**src/design/bps_pkg.sv**
```systemverilog
`timescale 1ns / 1ps
package bps_pkg;

   localparam int WORD_W       = 16;
   localparam int POS_W        = 9;
   localparam int COLOR_W      = 6;
   localparam int KIND_W       = 2;
   localparam int COUNT_W      = 2;
   localparam int SCROLL_W     = 4;
   localparam int CSR_DATA_W   = 4;
   localparam int CSR_INDEX_W  = 2;
   localparam int INPUT_PLANES = 6;

   localparam int FIRST_POSITION_DEFAULT = 0;
   localparam int PLANE_COUNT_DEFAULT    = 6;

   localparam logic [KIND_W-1:0] KIND_COMMIT = 2'd0;
   localparam logic [KIND_W-1:0] KIND_TICK   = 2'd1;
   localparam logic [KIND_W-1:0] KIND_EOL    = 2'd2;

   localparam logic [CSR_INDEX_W-1:0] CSR_HIRES = 2'd0;
   localparam logic [CSR_INDEX_W-1:0] CSR_ODD   = 2'd1;
   localparam logic [CSR_INDEX_W-1:0] CSR_EVEN  = 2'd2;

   localparam logic [COUNT_W-1:0] COUNT_LORES = 2'd1;
   localparam logic [COUNT_W-1:0] COUNT_HIRES = 2'd2;

   typedef struct packed {
      logic commit;
      logic tick;
      logic clear;
      logic hires;
      logic load_odd;
      logic load_even;
   } plane_ctl_type;

   typedef struct packed {
      logic [COLOR_W-1:0] first_pixel;
      logic [COLOR_W-1:0] second_pixel;
      logic [COUNT_W-1:0] pixel_count;
      logic               line_active;
      logic [POS_W-1:0]   position;
   } rsp_word_type;

endpackage

```
**src/design/bps_ifs.sv**
```systemverilog
`timescale 1ns / 1ps
interface bps_req_if;
   logic                        valid;
   logic                        ready;
   logic [bps_pkg::KIND_W-1:0]  kind;
   logic [bps_pkg::WORD_W-1:0]  plane_word_one;
   logic [bps_pkg::WORD_W-1:0]  plane_word_two;
   logic [bps_pkg::WORD_W-1:0]  plane_word_three;
   logic [bps_pkg::WORD_W-1:0]  plane_word_four;
   logic [bps_pkg::WORD_W-1:0]  plane_word_five;
   logic [bps_pkg::WORD_W-1:0]  plane_word_six;

   modport source (
      output valid, kind, plane_word_one, plane_word_two, plane_word_three,
             plane_word_four, plane_word_five, plane_word_six,
      input  ready
   );
   modport sink (
      input  valid, kind, plane_word_one, plane_word_two, plane_word_three,
             plane_word_four, plane_word_five, plane_word_six,
      output ready
   );
endinterface

interface bps_rsp_if;
   logic                         valid;
   logic                         ready;
   logic [bps_pkg::COLOR_W-1:0]  first_pixel;
   logic [bps_pkg::COLOR_W-1:0]  second_pixel;
   logic [bps_pkg::COUNT_W-1:0]  pixel_count;
   logic                         line_active;
   logic [bps_pkg::POS_W-1:0]    position;

   modport source (
      output valid, first_pixel, second_pixel, pixel_count, line_active, position,
      input  ready
   );
   modport sink (
      input  valid, first_pixel, second_pixel, pixel_count, line_active, position,
      output ready
   );
endinterface

```
**src/design/bps_planes.sv**
```systemverilog
`timescale 1ns / 1ps
module bps_planes #(
   parameter int PLANE_COUNT = bps_pkg::PLANE_COUNT_DEFAULT
) (
   input  logic                         clock,
   input  logic                         reset,
   input  bps_pkg::plane_ctl_type       ctl,
   input  logic [bps_pkg::WORD_W-1:0]   words [bps_pkg::INPUT_PLANES],
   output logic [bps_pkg::COLOR_W-1:0]  first_pixel,
   output logic [bps_pkg::COLOR_W-1:0]  second_pixel
);
   import bps_pkg::*;

   // Planes past the input count never get data and read as zero.
   localparam int UsedPlanes = (PLANE_COUNT < INPUT_PLANES) ? PLANE_COUNT : INPUT_PLANES;

   logic [WORD_W-1:0] active_ff  [UsedPlanes];
   logic [WORD_W-1:0] active_in  [UsedPlanes];
   logic [WORD_W-1:0] pending_ff [UsedPlanes];
   logic [WORD_W-1:0] pending_in [UsedPlanes];

   for (genvar p = 0; p < UsedPlanes; p++) begin : g_plane
      // Even plane numbers belong to playfield one.
      localparam bit IsOdd = ((p % 2) == 0);
      logic load;
      logic [WORD_W-1:0] shifted;

      assign load    = IsOdd ? ctl.load_odd : ctl.load_even;
      assign shifted = ctl.hires ? {active_ff[p][WORD_W-3:0], 2'b00}
                                 : {active_ff[p][WORD_W-2:0], 1'b0};

      always_comb begin
         active_in[p]  = active_ff[p];
         pending_in[p] = pending_ff[p];
         if (ctl.commit) begin
            pending_in[p] = words[p];
         end else if (ctl.clear) begin
            active_in[p] = '0;
         end else if (ctl.tick) begin
            // Shift first, then reload from pending.
            active_in[p] = shifted;
            if (load) begin
               active_in[p]  = pending_ff[p];
               pending_in[p] = '0;
            end
         end
      end

      always_ff @(posedge clock) begin
         if (reset) begin
            active_ff[p]  <= '0;
            pending_ff[p] <= '0;
         end else begin
            active_ff[p]  <= active_in[p];
            pending_ff[p] <= pending_in[p];
         end
      end
   end

   always_comb begin
      first_pixel  = '0;
      second_pixel = '0;
      for (int p = 0; p < UsedPlanes; p++) begin
         first_pixel[p]  = active_ff[p][WORD_W-1];
         second_pixel[p] = ctl.hires & active_ff[p][WORD_W-2];
      end
   end

endmodule

```
**src/design/bps_out_buf.sv**
```systemverilog
`timescale 1ns / 1ps
module bps_out_buf (
   input  logic                   clock,
   input  logic                   reset,
   input  logic                   push,
   input  bps_pkg::rsp_word_type  push_data,
   output logic                   room,
   bps_rsp_if.source              rsp
);
   import bps_pkg::*;

   logic         out_valid_ff;
   logic         out_valid_in;
   rsp_word_type out_data_ff;
   rsp_word_type out_data_in;
   logic         skid_valid_ff;
   logic         skid_valid_in;
   rsp_word_type skid_data_ff;
   rsp_word_type skid_data_in;
   logic         pop;

   assign pop  = out_valid_ff & rsp.ready;
   assign room = ~skid_valid_ff;

   always_comb begin
      out_valid_in  = out_valid_ff;
      out_data_in   = out_data_ff;
      skid_valid_in = skid_valid_ff;
      skid_data_in  = skid_data_ff;
      if (pop) begin
         if (skid_valid_ff) begin
            // Advance the older word from the skid stage.
            out_data_in   = skid_data_ff;
            skid_valid_in = 1'b0;
         end else begin
            out_valid_in = push;
            out_data_in  = push_data;
         end
      end else if (push) begin
         if (!out_valid_ff) begin
            out_valid_in = 1'b1;
            out_data_in  = push_data;
         end else begin
            skid_valid_in = 1'b1;
            skid_data_in  = push_data;
         end
      end
   end

   always_ff @(posedge clock) begin
      if (reset) begin
         out_valid_ff  <= 1'b0;
         skid_valid_ff <= 1'b0;
      end else begin
         out_valid_ff  <= out_valid_in;
         skid_valid_ff <= skid_valid_in;
      end
      out_data_ff  <= out_data_in;
      skid_data_ff <= skid_data_in;
   end

   assign rsp.valid        = out_valid_ff;
   assign rsp.first_pixel  = out_data_ff.first_pixel;
   assign rsp.second_pixel = out_data_ff.second_pixel;
   assign rsp.pixel_count  = out_data_ff.pixel_count;
   assign rsp.line_active  = out_data_ff.line_active;
   assign rsp.position     = out_data_ff.position;

endmodule

```
**src/design/bitplane_pixel_serializer.sv**
```systemverilog
`timescale 1ns / 1ps
// Channel   Dir  Words
// req_bus   in   commit plane words / position tick / end of line
// rsp_bus   out  one pixel word per position tick
// csr_*     in   hires_mode, odd_scroll, even_scroll writes
//
// One word per cycle in while ready; a tick's pixel word is registered on accept.
// Plane shift registers, position counter and line flag update at the accept edge.
// A two-entry output stage (register plus skid) keeps req_bus ready while one
// word waits; req_bus stalls only when both entries are full.
// Synchronous active-high reset clears planes, counter, flag and settings.
module bitplane_pixel_serializer #(
   parameter int FIRST_POSITION = bps_pkg::FIRST_POSITION_DEFAULT,
   parameter int PLANE_COUNT    = bps_pkg::PLANE_COUNT_DEFAULT
) (
   input  logic                             clock,
   input  logic                             reset,
   bps_req_if.sink                          req_bus,
   bps_rsp_if.source                        rsp_bus,
   input  logic                             csr_we,
   input  logic [bps_pkg::CSR_INDEX_W-1:0]  csr_index,
   input  logic [bps_pkg::CSR_DATA_W-1:0]   csr_wdata
);
   import bps_pkg::*;

   localparam logic [POS_W-1:0] PosStart = POS_W'(FIRST_POSITION);

   logic                hires_ff;
   logic [SCROLL_W-1:0] odd_ff;
   logic [SCROLL_W-1:0] even_ff;
   logic [POS_W-1:0]    pos_ff;
   logic [POS_W-1:0]    pos_in;
   logic                line_ff;
   logic                line_in;

   logic                accept;
   logic                room;
   logic                odd_match;
   logic                even_match;
   plane_ctl_type       ctl;
   logic [WORD_W-1:0]   words [INPUT_PLANES];
   logic [COLOR_W-1:0]  first_pixel;
   logic [COLOR_W-1:0]  second_pixel;
   rsp_word_type        rsp_word;

   assign req_bus.ready = room;
   assign accept        = req_bus.valid & room;

   always_ff @(posedge clock) begin
      if (reset) begin
         hires_ff <= 1'b0;
         odd_ff   <= '0;
         even_ff  <= '0;
      end else if (csr_we) begin
         case (csr_index)
            CSR_HIRES: hires_ff <= csr_wdata[0];
            CSR_ODD:   odd_ff   <= csr_wdata[SCROLL_W-1:0];
            CSR_EVEN:  even_ff  <= csr_wdata[SCROLL_W-1:0];
            default:   ;
         endcase
      end
   end

   // Compare 3 low position bits in high resolution, 4 in low.
   assign odd_match  = hires_ff ? (pos_ff[2:0] == odd_ff[2:0])  : (pos_ff[3:0] == odd_ff);
   assign even_match = hires_ff ? (pos_ff[2:0] == even_ff[2:0]) : (pos_ff[3:0] == even_ff);

   always_comb begin
      ctl.commit    = accept & (req_bus.kind == KIND_COMMIT);
      ctl.tick      = accept & (req_bus.kind == KIND_TICK);
      ctl.clear     = accept & (req_bus.kind == KIND_EOL);
      ctl.hires     = hires_ff;
      ctl.load_odd  = odd_match;
      ctl.load_even = even_match;
   end

   assign words[0] = req_bus.plane_word_one;
   assign words[1] = req_bus.plane_word_two;
   assign words[2] = req_bus.plane_word_three;
   assign words[3] = req_bus.plane_word_four;
   assign words[4] = req_bus.plane_word_five;
   assign words[5] = req_bus.plane_word_six;

   bps_planes #(
      .PLANE_COUNT (PLANE_COUNT)
   ) u_planes (
      .clock        (clock),
      .reset        (reset),
      .ctl          (ctl),
      .words        (words),
      .first_pixel  (first_pixel),
      .second_pixel (second_pixel)
   );

   always_comb begin
      pos_in  = pos_ff;
      line_in = line_ff;
      if (ctl.commit) begin
         line_in = 1'b1;
      end else if (ctl.clear) begin
         line_in = 1'b0;
         pos_in  = PosStart;
      end else if (ctl.tick) begin
         pos_in = pos_ff + POS_W'(1);
      end
   end

   always_ff @(posedge clock) begin
      if (reset) begin
         pos_ff  <= PosStart;
         line_ff <= 1'b0;
      end else begin
         pos_ff  <= pos_in;
         line_ff <= line_in;
      end
   end

   always_comb begin
      rsp_word.first_pixel  = first_pixel;
      rsp_word.second_pixel = second_pixel;
      rsp_word.pixel_count  = hires_ff ? COUNT_HIRES : COUNT_LORES;
      rsp_word.line_active  = line_ff;
      rsp_word.position     = pos_ff;
   end

   bps_out_buf u_out (
      .clock     (clock),
      .reset     (reset),
      .push      (ctl.tick),
      .push_data (rsp_word),
      .room      (room),
      .rsp       (rsp_bus)
   );

endmodule

```
**src/flat_wrapper.sv**
```systemverilog
// flat-port wrapper written by rule: the top's interface ports become plain ports
module bitplane_pixel_serializer_flat import bps_pkg::*;
#(
   parameter int FIRST_POSITION = bps_pkg::FIRST_POSITION_DEFAULT,
   parameter int PLANE_COUNT    = bps_pkg::PLANE_COUNT_DEFAULT
)
  (clock, reset, csr_we, csr_index, csr_wdata, req_bus_valid, req_bus_kind, req_bus_plane_word_one, req_bus_plane_word_two, req_bus_plane_word_three, req_bus_plane_word_four, req_bus_plane_word_five, req_bus_plane_word_six, req_bus_ready, rsp_bus_valid, rsp_bus_first_pixel, rsp_bus_second_pixel, rsp_bus_pixel_count, rsp_bus_line_active, rsp_bus_position, rsp_bus_ready);
  bps_req_if req_bus_i ();
  bps_rsp_if rsp_bus_i ();
  input  logic clock;
  input  logic reset;
  input  logic csr_we;
  input  logic [bps_pkg::CSR_INDEX_W-1:0] csr_index;
  input  logic [bps_pkg::CSR_DATA_W-1:0] csr_wdata;
  input wire logic [$bits(req_bus_i.valid)-1:0] req_bus_valid;
  input wire logic [$bits(req_bus_i.kind)-1:0] req_bus_kind;
  input wire logic [$bits(req_bus_i.plane_word_one)-1:0] req_bus_plane_word_one;
  input wire logic [$bits(req_bus_i.plane_word_two)-1:0] req_bus_plane_word_two;
  input wire logic [$bits(req_bus_i.plane_word_three)-1:0] req_bus_plane_word_three;
  input wire logic [$bits(req_bus_i.plane_word_four)-1:0] req_bus_plane_word_four;
  input wire logic [$bits(req_bus_i.plane_word_five)-1:0] req_bus_plane_word_five;
  input wire logic [$bits(req_bus_i.plane_word_six)-1:0] req_bus_plane_word_six;
  output wire logic [$bits(req_bus_i.ready)-1:0] req_bus_ready;
  output wire logic [$bits(rsp_bus_i.valid)-1:0] rsp_bus_valid;
  output wire logic [$bits(rsp_bus_i.first_pixel)-1:0] rsp_bus_first_pixel;
  output wire logic [$bits(rsp_bus_i.second_pixel)-1:0] rsp_bus_second_pixel;
  output wire logic [$bits(rsp_bus_i.pixel_count)-1:0] rsp_bus_pixel_count;
  output wire logic [$bits(rsp_bus_i.line_active)-1:0] rsp_bus_line_active;
  output wire logic [$bits(rsp_bus_i.position)-1:0] rsp_bus_position;
  input wire logic [$bits(rsp_bus_i.ready)-1:0] rsp_bus_ready;
  assign req_bus_i.valid = req_bus_valid;
  assign req_bus_i.kind = req_bus_kind;
  assign req_bus_i.plane_word_one = req_bus_plane_word_one;
  assign req_bus_i.plane_word_two = req_bus_plane_word_two;
  assign req_bus_i.plane_word_three = req_bus_plane_word_three;
  assign req_bus_i.plane_word_four = req_bus_plane_word_four;
  assign req_bus_i.plane_word_five = req_bus_plane_word_five;
  assign req_bus_i.plane_word_six = req_bus_plane_word_six;
  assign req_bus_ready = req_bus_i.ready;
  assign rsp_bus_valid = rsp_bus_i.valid;
  assign rsp_bus_first_pixel = rsp_bus_i.first_pixel;
  assign rsp_bus_second_pixel = rsp_bus_i.second_pixel;
  assign rsp_bus_pixel_count = rsp_bus_i.pixel_count;
  assign rsp_bus_line_active = rsp_bus_i.line_active;
  assign rsp_bus_position = rsp_bus_i.position;
  assign rsp_bus_i.ready = rsp_bus_ready;
  bitplane_pixel_serializer #(.FIRST_POSITION(FIRST_POSITION), .PLANE_COUNT(PLANE_COUNT)) u_core (.clock(clock), .reset(reset), .req_bus(req_bus_i), .rsp_bus(rsp_bus_i), .csr_we(csr_we), .csr_index(csr_index), .csr_wdata(csr_wdata));
endmodule
```
**config.mk**
```make
export PLATFORM = sky130hd
export DESIGN_NAME = bitplane_pixel_serializer_flat
export DESIGN_NICKNAME = d
export VERILOG_FILES = /design/src/design/bps_pkg.sv /design/src/design/bps_ifs.sv /design/src/design/bps_planes.sv /design/src/design/bps_out_buf.sv /design/src/design/bitplane_pixel_serializer.sv /design/src/flat_wrapper.sv
export SDC_FILE = /design/constraint.sdc
export NUM_CORES = 1
export LEC_CHECK = 0
export BUFFER_PORTS_ARGS = -buffer_cell sky130_fd_sc_hd__buf_2
export CAP_MARGIN = 20
export CORE_MARGIN = 2
export CORE_UTILIZATION = 47
export CTS_CLUSTER_DIAMETER = 30
export DETAILED_ROUTE_END_ITERATION = 8
export PLACE_DENSITY_LB_ADDON = 0.05
export RECOVER_POWER = 100
export SLEW_MARGIN = 20
export SYNTH_ARGS = -nofsm -noshare
export SYNTH_HDL_FRONTEND = slang
export SYNTH_SLANG_ARGS = --single-unit
```
**constraint.sdc**
```tcl
create_clock -name clock -period 3.2 [get_ports clock]
set_clock_uncertainty 0.1 [all_clocks]
set_input_delay 0.16 -clock clock [delete_from_list [all_inputs] [get_ports clock]]
set_output_delay 0.16 -clock clock [all_outputs]
set_load 0.005 [all_outputs]
```
==> results.toml, run 1 <==
[cts]
cts_setup_buffers = 0
cts_buffer_depth = 3
cts_num_sinks = 261
root_buffer = "clkbuf_16"
numCtsBuffers = 54
clkTransAtPathRegs_ns = 0.05
cts_htree_levels = 2
clock_latency_ns = 0.54
ctsResizeCount = 0
cts_tree = "yes"

[worst_setup_path]
cp.required_ns = 3.24
cpMaxStageDelayCell = "clkbuf_1"
arrival_ns = 2.84
crit_type = "flip-flop to flip-flop"
reg2reg_depth = 4
cp-start-kind = "flip-flop"
worstPathMaxFanout = 24
end_kind = "flip-flop"
max_stage_delay_ns = 0.99
cp_cell_sequence = "and4bb_1 -> nand2_1 -> nor2_2 -> clkbuf_1"

[synth]
yosys_warnings = 0
seq_area_frac_synth = 0.499
syn_inst = 1278
synth_nets = 1388
ys_types = 48
synth-seq-cells = 261
syn-mean-instance-area_um2 = 8.94
syn_area_mm2 = 0.0114

[worst_hold_path]
holdCritPathClass = "input port to flip-flop"
hold_depth = 3

[outcome]
status = "finished with violations"
failed_checks = "max-capacitance violations, max-slew violations"

[die]
ios = 135
core_mm2 = 0.0241
dieArea_mm2 = 0.0256
start_util = 0.474
die_w_um = 160
num_rows = 57
dieHeight_um = 160

[sta]
max_freq_mhz = 358
final_hold_viol_count = 0
finalSetupTns_ns = 0
post-route-period-util = 0.872
setup_violations = 0
rsz0062_at_grt = "false"
tightest_slew_ns = 1.95
min_period_ns = 2.79
slew_headroom = -0.303
hold_slack_ns = 0.0581
slew_viol_final = 183
setup_ws_ns = 0.408

[cells_and_area]
drive_gt1_frac = 0.169
fin_nets = 1588
final_common_cell = "dfxtp_1"
diodes = 0
nFillCells = 2059
area_growth_pct = 33.1
final_cell_mix = "213 x dfxtp_1, 169 x o21ai_0, 139 x nand2_1"

[power]
peakVddDrop_mv = 0.465
power_density_mw_per_mm2 = 676
p_leak_nw = 5.49

[flow_run]
maxCapViolCount = 2

[drt]
avgRoutedWirePerCell_um = 17.0
remaining_drc_errors = 0
wl_um = 31400
drt_iter0_drc = 747
dr.pass1.iters = 7
vias_per_cell = 5.63
vias = 10411
ant_nets = 0

[grt]
grt_antenna_before_repair = 0
grt_pass1_wl_um = 51300
grt_max_degree = 97
grt_pass1_vias = 10049
grt_usage = 0.242
grt.overflow.total = 0

[placement]
place.detailed.hpwl_um = 17500
port_buffers = 134
pre_cts_slack_ns = 0.708
gp_congestion = 0.754
==> synth_stat cells, drive strengths merged <==
cell type | count | area, µm²
nor4b | 2 | 17.5
a2111o | 2 | 22.5
nand3 | 102 | 510
dfxtp | 213 | 4260
o311ai | 1 | 8.76
a311oi | 2 | 17.5
o21ai | 174 | 871
a2111oi | 2 | 55.1
or3b | 1 | 8.76
nor3 | 5 | 25.0
xor2 | 8 | 77.6
edfxtp | 48 | 1440
a32oi | 3 | 26.3
and3 | 1 | 6.26
mux2 | 6 | 67.6
a21oi | 103 | 515
nor4 | 2 | 12.5
nor3b | 1 | 7.51
ha | 1 | 12.5
a22oi | 97 | 728
a221oi | 1 | 8.76
a22o | 3 | 26.3
a221o | 5 | 50.1
o211ai | 1 | 7.51
nand4 | 4 | 25.0
inv | 4 | 15.0
nand2 | 139 | 522
mux2i | 8 | 80.1
a31oi | 3 | 18.8
nand2b | 1 | 6.26
clkbuf | 70 | 265
nand3b | 3 | 22.5
nor2 | 27 | 106
buf | 51 | 297
xnor2 | 1 | 8.76
or3 | 1 | 6.26
nand4bb | 1 | 11.3
and4bb | 2 | 25.0
or4 | 1 | 7.51
a211oi | 85 | 638
and2 | 93 | 582
==> layer usage <==
metal	vias up	global-route usage	routed length, µm
met5	-	0	0
met2	305	0.403	14600
met1	4944	0.317	14200
met3	59	0.0392	1600
li1	5103	-	-
met4	0	0.0954	950
==> timing repair <==
action,4_1_cts,5_1_grt
hold endpoints to repair,108,0
hold buffers,107,0
setup endpoints to repair,0,0
==> state kept, by name, indices dropped and copies added (netlist names), 2 cells and up <==
name / flops
u_core.u_out.skid_data_ff: 24
u_core.u_out.rsp.pixel_count: 2
u_core.u_out.rsp.position: 9
u_core.u_out.rsp.second_pixel: 6
u_core.u_planes.active_ff: 96
u_core.u_planes.pending_ff: 96
u_core.u_out.rsp.first_pixel: 6
u_core.odd_ff: 4
u_core.pos_ff: 9
u_core.even_ff: 4
==> report_power, final <==
group          total [mW]  internal [mW]  switching [mW]
Combinational       0.829          0.328           0.500
Clock                5.93           4.14            1.79
Sequential           3.52           3.45          0.0673
Total                10.3           7.92            2.35
==> final timing paths <==
check | from | end | slack [ns]
worst max register to register | u_core.u_out.skid_valid_ff$_SDFFE_PP0P_ | u_core.u_out.skid_data_ff[19]$_DFFE_PP_ | 0.41
worst min register to register | u_core.u_planes.active_ff[5][15]$_SDFFE_PP0P_ | u_core.u_out.skid_data_ff[23]$_DFFE_PP_ | 0.36
worst min-delay path | req_bus_kind[1] | u_core.pos_ff[8]$_SDFFE_PP0P_ | 0.06
worst max-delay path | u_core.u_out.skid_valid_ff$_SDFFE_PP0P_ | u_core.u_out.skid_data_ff[19]$_DFFE_PP_ | 0.41
==> stage by stage <==
stage	std cells	total power, mW	utilization	instance area (µm²)
final	1848	10.3	0.631	15200
after global routing	1848	10.6	0.631	15200
after CTS	1847	10.4	0.632	15200
after detailed placement	1638	4.32	0.505	12200
after global placement	1638	4.31	0.505	12200
after floorplan	1278	4.06	-	11400
==> cells by family after synthesis <==
kind of cell | after synthesis | synth area share
AOI/OAI and AO/OA | 482 | 0.262
and+or+nand+nor | 386 | 0.166
DFF | 261 | 0.499
buffers and inverters | 125 | 0.0505
muxes | 14 | 0.0129
xor gates and xnor gates | 9 | 0.00756
adders and majority gates | 1 | 0.00109
==> worst max-delay path: cells and delay by family, from the launching register on <==
kind | cells | cell delay, ns
buffers and inverters | 1 | 0.99
AND/OR/NAND/NOR | 3 | 0.94
flip-flops | 1 | 0.35
==> area by class of cell <==
class	instances	area, µm²	share of cell area
flip-flops and latches	261	5710	0.375
multi-input cells	892	5150	0.339
repair buffers	265	1940	0.128
clock buffers	72	1600	0.105
well taps	324	405	0.0267
clock inverters	30	387	0.0254
inverters	4	15.0	0.000987
Note: power is estimated with default switching activity, not from simulation.
==> run 2, diff against run 1 <==
- CORE_ASPECT_RATIO: default -> 0.8
==> run 2 against run 1 <==
  * Final cell count down 0.92%
  * Critical path depth up 1
  * Non-clock buffer count shrank 1
  * Register-to-register slack better by 0.15 ns
  * Global-route usage grew 0.28 points
  * Count of clock-buffer cells in the layout decreased by 12
  * Largest power group unchanged
  * Clock power is 11% lower
  * Sequential share of layout area rose by 0.83 points
  * The flow still finishes with violations (max-capacitance violations, max-slew violations)
  * First-iteration DRC count fell by 8.6%
==> results.toml, run 2 (same netlist as run 1, synthesis figures left out) <==
[drt]
wl_um = 31400
vias = 10338
dr.pass1.iters = 5
avgRoutedWirePerCell_um = 17.2
remaining_drc_errors = 0
vias_per_cell = 5.65
ant_nets = 0
drt_iter0_drc = 683

[power]
p_clk_frac = 0.549
p_int_mw = 7.28
sw_frac_of_total = 0.242
power_density_mw_per_mm2 = 646
p_leak_nw = 5.31
peakVddDrop_mv = 0.448
power.total_mw = 9.61
power_frac_comb = 0.085
switchingPower_mw = 2.33
seqPwrFrac = 0.366

[cts]
root_buffer = "clkbuf_16"
ctsHoldBuffers = 106
numCtsBuffers = 49
ctsResizeCount = 0
cts_htree_levels = 2
cts_buffer_depth = 3
cts_num_sinks = 261
clkTransAtPathRegs_ns = 0.05
cts_setup_buffers = 0
clock_latency_ns = 0.55
cts_tree = "yes"

[sta]
setup_violations = 0
finalSetupTns_ns = 0
tightest_slew_ns = 1.99
rsz0062_at_grt = "false"
slew_headroom = -0.328
setup_ws_ns = 0.560
slew_viol_final = 196
post-route-period-util = 0.825
hold_slack_ns = 0.0386
max_freq_mhz = 379
min_period_ns = 2.64
final_hold_viol_count = 0

[grt]
grt_pass1_vias = 9728
grt_usage = 0.245
grt_antenna_before_repair = 0
grt_max_degree = 100
grt.overflow.total = 0
grt_pass1_wl_um = 50700

[worst_hold_path]
holdCritPathClass = "input port to flip-flop"

[cells_and_area]
top_regs = "u_core.u_planes.active_ff x96, u_core.u_planes.pending_ff x96, u_core.u_out.skid_data_ff x24"
area_growth_pct = 30.2
diodes = 0
fin_nets = 1582
fin_area_mm2 = 0.0149
final_common_cell = "dfxtp_1"
drive_gt1_frac = 0.147
nFillCells = 2125
final_cell_mix = "213 x dfxtp_1, 167 x o21ai_0, 139 x nand2_1"

[die]
ios = 135
die_w_um = 178
core_mm2 = 0.0241
dieArea_mm2 = 0.0256
num_rows = 51
start_util = 0.474
dieHeight_um = 143

[flow_run]
maxCapViolCount = 2

[placement]
place.detailed.hpwl_um = 17700
gp_congestion = 0.804
pre_cts_slack_ns = 0.813
port_buffers = 134
placed_cell_area_mm2 = 0.0122

[outcome]
status = "finished with violations"
failed_checks = "max-capacitance violations, max-slew violations"

[worst_setup_path]
end_kind = "flip-flop"
cp.required_ns = 3.54
arrival_ns = 2.98
worstPathMaxFanout = 30
crit_type = "flip-flop to flip-flop"
cp-start-kind = "flip-flop"
## run 2: cell types whose count changed in the layout (fill, tap and decap cells not counted), sizes merged
| cell | before | now |
|---|---|---|
| clkinv | 17 | 16 |
| inv | 4 | 9 |
| buf | 141 | 126 |
| bufinv | 8 | 7 |
| clkbuf | 89 | 92 |
| clkinvlp | 5 | 4 |
| dlygate4sd3 | 107 | 106 |
## run 2: critical path: stages, from the launching register on
cell and delay, ns:
dfxtp_1 0.57, xor2_1 0.42, a2111o_1 0.71, buf_4 0.42, nand3_1 0.12, a21oi_1 0.18
## run 2: worst paths after layout
kind	start	to	slack, ns	cells past startpoint
setup / recovery	u_core.pos_ff[3]$_SDFFE_PP0P_	u_core.u_planes.pending_ff[3][5]$_SDFFE_PP0P_	0.56	5
hold / removal	req_bus_kind[0]	u_core.u_planes.pending_ff[0][3]$_SDFFE_PP0P_	0.04	3
setup reg to reg	u_core.pos_ff[3]$_SDFFE_PP0P_	u_core.u_planes.pending_ff[3][5]$_SDFFE_PP0P_	0.56	5
hold reg to reg	u_core.u_planes.active_ff[4][4]$_SDFFE_PP0P_	u_core.u_planes.active_ff[4][4]$_SDFFE_PP0P_	0.36	2
## run 2: power groups by stage
stage          combinational (mW)  clock (mW)  sequential, mW
2_1_floorplan               0.507           0            3.56
3_3_place_gp                0.736           0            3.58
3_5_place_dp                0.736           0            3.58
4_1_cts                     0.839        5.36            3.51
5_1_grt                     0.910        5.53            3.52
6_report                    0.818        5.27            3.52
## run 2: metrics by stage
step,utilization,instances
after floorplan,-,1278
after global placement,0.505,1632
after detailed placement,0.505,1632
after CTS,0.620,1830
after global routing,0.617,1831
final,0.617,1831
## run 2: layer usage
layer,up-vias,GRT usage,wire [µm]
met4,0,0.0732,603
met5,-,0,0
li1,5085,-,-
met3,49,0.0442,1510
met1,4959,0.338,15000
met2,245,0.394,14300
## run 2: cell type report
cell class | count | area (µm²) | area share
clock buffer | 60 | 1320 | 0.0886
clock inverter | 32 | 395 | 0.0266
inverter | 4 | 15.0 | 0.00101
multi-input combinational | 892 | 5140 | 0.345
sequential | 261 | 5710 | 0.383
tap | 318 | 398 | 0.0267
timing repair buffer | 264 | 1910 | 0.128
